[src/rtl/pcor_pkg.sv]
`default_nettype none
package pcor_pkg;
	localparam int MAX_BALLS_DEF = 64;
	localparam int POS_W = 24;
	localparam int RAD_W = 16;
	localparam int FAC_W = 16;
	localparam logic [FAC_W-1:0] FACTOR_RESET = 16'h8000;
	localparam int SQ_W = 50;
	localparam int ROOT_W = 25;
	localparam int NUM_W = 66;
	localparam int DEN_W = 41;

	typedef enum logic [3:0] {
		ST_LOAD,
		ST_PAIR_INIT,
		ST_RD_I,
		ST_RD_J,
		ST_SQUARE,
		ST_SQRT,
		ST_CHECK,
		ST_PROD,
		ST_DIV,
		ST_WB_I,
		ST_WB_J,
		ST_EMIT_RD,
		ST_EMIT
	} state_t;

	typedef struct packed {
		logic store_in;
		logic clr_total;
		logic pair_init;
		logic rd_i;
		logic rd_j;
		logic square;
		logic sqrt_start;
		logic prod;
		logic div_start;
		logic wb_i;
		logic wb_j;
		logic next_pair;
		logic emit_rd;
		logic out_load;
		logic emit_next;
	} cmd_t;

	typedef struct packed {
		logic full;
		logic pair_done;
		logic sqrt_done;
		logic div_done;
		logic do_push;
		logic emit_done;
	} sts_t;
endpackage
`default_nettype wire

[src/rtl/pcor_ctrl.sv]
`default_nettype none
module pcor_ctrl (
	input  wire logic clk,
	input  wire logic arst_n,
	input  wire logic in_fire,
	input  wire logic in_last,
	input  wire logic out_fire,
	input  wire logic out_valid,
	input  wire pcor_pkg::sts_t sts,
	output pcor_pkg::cmd_t cmd,
	output logic in_ready
);
	import pcor_pkg::*;
	state_t state_q, state_d;

	always_ff @(posedge clk or negedge arst_n) begin
		if (!arst_n) state_q <= ST_LOAD;
		else state_q <= state_d;
	end

	always_comb begin
		state_d = state_q;
		unique case (state_q)
			ST_LOAD: if (in_fire && in_last) state_d = ST_PAIR_INIT;
			ST_PAIR_INIT: state_d = sts.pair_done ? ST_EMIT_RD : ST_RD_I;
			ST_RD_I: state_d = ST_RD_J;
			ST_RD_J: state_d = ST_SQUARE;
			ST_SQUARE: state_d = ST_SQRT;
			ST_SQRT: if (sts.sqrt_done) state_d = ST_CHECK;
			ST_CHECK: state_d = sts.do_push ? ST_PROD
				: (sts.pair_done ? ST_EMIT_RD : ST_RD_I);
			ST_PROD: state_d = ST_DIV;
			ST_DIV: if (sts.div_done) state_d = ST_WB_I;
			ST_WB_I: state_d = ST_WB_J;
			ST_WB_J: state_d = sts.pair_done ? ST_EMIT_RD : ST_RD_I;
			ST_EMIT_RD: if (!out_valid || out_fire) state_d = ST_EMIT;
			ST_EMIT: state_d = sts.emit_done ? ST_LOAD : ST_EMIT_RD;
			default: state_d = ST_LOAD;
		endcase
	end

	always_comb begin
		cmd = '0;
		in_ready = 1'b0;
		unique case (state_q)
			ST_LOAD: begin
				in_ready = 1'b1;
				cmd.store_in = in_fire && !sts.full;
			end
			ST_PAIR_INIT: cmd.pair_init = 1'b1;
			ST_RD_I: cmd.rd_i = 1'b1;
			ST_RD_J: cmd.rd_j = 1'b1;
			ST_SQUARE: begin
				cmd.square = 1'b1;
				cmd.sqrt_start = 1'b1;
			end
			ST_CHECK: cmd.next_pair = !sts.do_push;
			ST_PROD: begin
				cmd.prod = 1'b1;
				cmd.div_start = 1'b1;
			end
			ST_WB_I: cmd.wb_i = 1'b1;
			ST_WB_J: begin
				cmd.wb_j = 1'b1;
				cmd.next_pair = 1'b1;
			end
			ST_EMIT_RD: cmd.emit_rd = 1'b1;
			ST_EMIT: begin
				cmd.out_load = 1'b1;
				cmd.emit_next = 1'b1;
				cmd.clr_total = sts.emit_done;
			end
			default: ;
		endcase
	end

`ifndef SYNTHESIS
	a_rdy: assert property (@(posedge clk) disable iff (!arst_n)
		in_ready |-> state_q == ST_LOAD) else $error("ready outside load");
	a_start: assert property (@(posedge clk) disable iff (!arst_n)
		in_fire && in_last |=> state_q == ST_PAIR_INIT) else $error("no pass start");
	a_wb: assert property (@(posedge clk) disable iff (!arst_n)
		state_q == ST_WB_I |=> state_q == ST_WB_J) else $error("write back split");
`endif
endmodule
`default_nettype wire

[config.mk]
export PLATFORM = sky130hd
export DESIGN_NAME = pcor_ctrl
export DESIGN_NICKNAME = d
export VERILOG_FILES = /design/src/rtl/pcor_pkg.sv /design/src/rtl/pcor_ctrl.sv
export SDC_FILE = /design/constraint.sdc
export NUM_CORES = 1
export LEC_CHECK = 0
export BUFFER_PORTS_ARGS = -buffer_cell sky130_fd_sc_hd__buf_2
export CAP_MARGIN = 10
export CORE_MARGIN = 2
export CORE_UTILIZATION = 35
export CTS_BUF_LIST = sky130_fd_sc_hd__clkbuf_4 sky130_fd_sc_hd__clkbuf_8 sky130_fd_sc_hd__clkbuf_16
export DETAILED_ROUTE_END_ITERATION = 7
export PLACE_DENSITY = 0.78
export SYNTH_ARGS = -nofsm -noshare
export SYNTH_HDL_FRONTEND = slang
export SYNTH_SLANG_ARGS = --single-unit
[constraint.sdc]
create_clock -name clk -period 1.4 [get_ports clk]
set_input_delay 0.07 -clock clk [delete_from_list [all_inputs] [get_ports clk]]
set_output_delay 0.07 -clock clk [all_outputs]
set_load 0.05 [all_outputs]
==> run_results.csv <==
group,metric,value,unit
run_status,status,"finished, violations left",
run_status,violations,"setup timing",
setup_path,path_depth,4,
final_layout,instances_no_fill,114,
global_route,grt_pass1_vias,537,
die,initial_utilization,36.6,%
setup_path,r2r-end,"state_q[0]$_DFFE_PN0P_",
logic_synthesis,ys_seq_area_share,21.9,%
timing,min_period,1.44,ns
setup_path,slowest_stage,"dfrtp_1",
timing,slew_violations,0,
global_route,grt_max_degree,11,
final_layout,nNetsFinal,113,
placement,dp_hpwl,1.05,mm
setup_path,path_buf_inv,2,
final_layout,fin_util,70.0,%
timing,max-slew-margin-rel,83.5,%
setup_path,worstSetupStartpointType,"register",
logic_synthesis,syn_inst,63,
die,rows,13,
logic_synthesis,synthMuxAreaShare,2.46,%
logic_synthesis,synth_top_area_share,21.9,%
logic_synthesis,yosysTopAreaCell,"dfrtp_1",
logic_synthesis,synth_area_leaders,"dfrtp_1 22%, nor2_1 7.4%, buf_4 6.6%, nand2b_1 5.5%, nor3_1 5.5%",
drt,routed_wl,1.42,mm
logic_synthesis,avgSynthCellArea,7.27,um2
die,boundaryPins,28,
die,coreArea,1250,um2
logic_synthesis,synth.net_count,75,
setup_path,slowest_delay,0.39,ns
power_and_ir_drop,power.switching,0.00115,W
cts,cts_tree,"yes",
power_and_ir_drop,clockPowerShare,6.9,%
cts,cts_buffers,3,
final_layout,largest-register,"state_q",
drt,drtPass1Iterations,4,
power_and_ir_drop,p_int,0.00100,W
hold_path,hold_path_class,"in2reg",
setup_path,cp-endpoint,"cmd[14]",
drt,postRouteAntennaNets,0,
logic_synthesis,synth.most_common_cell,"nor2_1",
cts,cts_num_sinks,4,
setup_path,cp.arrival,1.37,ns
drt,routed_via_density,5.13,
final_layout,largest_reg_flops,4,
logic_synthesis,yosys.area_share.adder,0,%
timing,min_period_over_period,103,%
placement,dp.cells,109,
timing,setup_ws,-0.0409,ns
die,die_h,40.2,um
logic_synthesis,yosys_warnings,0,
logic_synthesis,ys_types,28,
drt,vias,585,
setup_path,r2r-start,"state_q[0]$_DFFE_PN0P_",
setup_path,path_max_fanout,10,
final_layout,n_antenna_cell,0,
global_route,antenna_found_initial,0,
global_route,grt_overflow,0,
drt,dr.first_iter.drc_count,6,
setup_path,cp-end-kind,"primary output",
timing,skew,0.00622,ns
final_layout,syn2layout_area_growth,91.5,%
power_and_ir_drop,p_comb_share,80.4,%
placement,placed_cell_area,718,um2
final_layout,fill_cells,92,
power_and_ir_drop,p_leak,0.409,nW
setup_path,crit_start,"state_q[2]$_DFFE_PN0P_",
setup_path,r2r_slack,-0.03,ns
cts,clkTransAtPathRegs,0.04,ns
setup_path,reg2reg_depth,4,
global_route,use_met1,20.1,%
flow_run,drv_cap,0,
power_and_ir_drop,swShare,53.3,%
timing,hold_viol,0,
logic_synthesis,synth_top_family_by_area,"simple AND/OR/NAND/NOR gates",
timing,fmax,0.694,GHz
final_layout,reg_top3,"state_q x4",
setup_path,criticalPathCategory,"reg2out",
global_route,grt_use_met2,37.5,%
power_and_ir_drop,power_frac_seq,12.7,%
logic_synthesis,synth_ff_type,"dfrtp_1",
logic_synthesis,synth_compound_area_share,21.0,%
drt,post_drt_wl_per_cell,12.5,um
die,fp.dieW,40.2,um
global_route,grt_pass1_wl,2.08,mm
placement,place_congestion,0.851,
setup_path,critical_path.cell_chain,"buf_6, nor4_4, and3b_2, buf_8",
final_layout,drive_gt1_share,67.7,%
setup_path,crit_family,"simple AND/OR/NAND/NOR gates",
power_and_ir_drop,finalPower,0.00215,W
cts,htreeDepth,1,
logic_synthesis,synth_area,458,um2
logic_synthesis,yosys.area_share.xor_xnor,0,%
logic_synthesis,async_flop_share,100,%
timing,rsz0062_at_grt,"true",
timing,setup_viol_count_final,5,
power_and_ir_drop,worst_ir_drop_vdd,0.00146,V
setup_path,cp.required,1.33,ns
die,dieArea,1610,um2
logic_synthesis,synth_commonest_cells,"9 x nor2_1, 5 x nor3_1",
power_and_ir_drop,power.density,2450,nW/um2
final_layout,final_area,877,um2
global_route,grt-busiest-layer,"met2",
placement,portBuffers,27,
logic_synthesis,synth.ff_latch_count,4,
cts,cts-root-buf,"clkbuf_4",
cts,worstSkewPairLatency,0.24,ns
logic_synthesis,synth_edf_count,0,
timing,tightestPinTransition,0.247,ns
cts,clk_path_buf_depth,2,
logic_synthesis,synth-simple-area-share,43.4,%
global_route,grt_util_all_layers,19.7,%
hold_path,hold_depth,3,
drt,drc,0,
global_route,globalRouteMet3Util,1.67,%
-- cell type report --
cell class | instances | area [um2] | share of cell area, %
clock buffers | 3 | 22.5 | 2.57
inverters | 2 | 10.0 | 1.14
multi-input cells | 50 | 399 | 45.5
flip-flops and latches | 4 | 104 | 11.8
well taps | 15 | 18.8 | 2.14
repair buffers | 40 | 323 | 36.8
-- worst min path at each step --
stage                  start                endpoint  slack, ns
global placement      arst_n  state_q[2]$_DFFE_PN0P_      -0.12
floorplan             arst_n  state_q[0]$_DFFE_PN0P_      -0.23
detailed placement    arst_n  state_q[0]$_DFFE_PN0P_      -0.12
CTS                 out_fire  state_q[1]$_DFFE_PN0P_       0.15
global route        out_fire  state_q[1]$_DFFE_PN0P_       0.15
finish              out_fire  state_q[1]$_DFFE_PN0P_       0.15
-- worst register-to-register path, delay by kind of cell (launching register included) --
family | cells | cell delay [ns]
flops | 1 | 0.44
simple gates | 1 | 0.15
mux | 1 | 0.35
compound gates | 2 | 0.40
-- cell usage in the layout (no fill, tap or decap), types with 2 or more instances in the layout --
master / n
nand2_4: 2
a21oi_1: 4
nor3_4: 2
nand2_1: 3
nor2_1: 4
nand2b_1: 2
nand2b_4: 2
nor3b_1: 2
buf_8: 2
o21ai_0: 3
buf_2: 13
nor2b_1: 2
buf_6: 10
clkbuf_4: 3
dfrtp_2: 3
o21a_1: 2
nor2_2: 4
buf_4: 14
nor3_2: 2
-- layer usage --
layer	wire (um)	vias up	part of all wire [%]
met5	0	-	0
met4	26	0	1.8
met3	78	4	5.5
met2	734	23	52
met1	582	271	41
li1	-	287	-
-- what timing repair did --
action / 4_1_cts / 5_1_grt
buffers inserted: 1 / 0
gates cloned: 0 / 0
gates resized for setup: 24 / 21
pin swaps: 1 / 0
hold endpoints to repair: 4 / 0
hold buffers: 1 / 0
endpoints found under the setup margin: 14 / 15
-- stage by stage --
step	TNS (ns)	hold WS (ns)	setup slack, ns
global route	-0.589	0.148	-0.118
CTS	-0.219	0.146	-0.0495
detailed placement	-0.0693	-0.122	-0.0693
global placement	-0.0344	-0.122	-0.0344
finish	-0.0989	0.149	-0.0409
floorplan	-1.19	-0.226	-0.405
-- power by group through the flow --
| stage | Sequential (W) | Clock (W) | Combinational, W |
|---|---|---|---|
| global route | 0.000284 | 0.000164 | 0.00182 |
| finish | 0.000274 | 0.000148 | 0.00173 |
| detailed placement | 0.000257 | 0 | 0.00147 |
| floorplan | 0.000226 | 0 | 0.00117 |
| global placement | 0.000254 | 0 | 0.00145 |
| CTS | 0.000271 | 0.000151 | 0.00165 |
-- kinds of logic (layout without fill, tap and decap cells) --
family	count (synthesis)	count (layout)
and+or+nand+nor	35	35
muxes	1	1
AOI/OAI and AO/OA	14	14
buffers and inverters	9	45
DFF	4	4
Note: power is estimated with default switching activity, not from simulation.
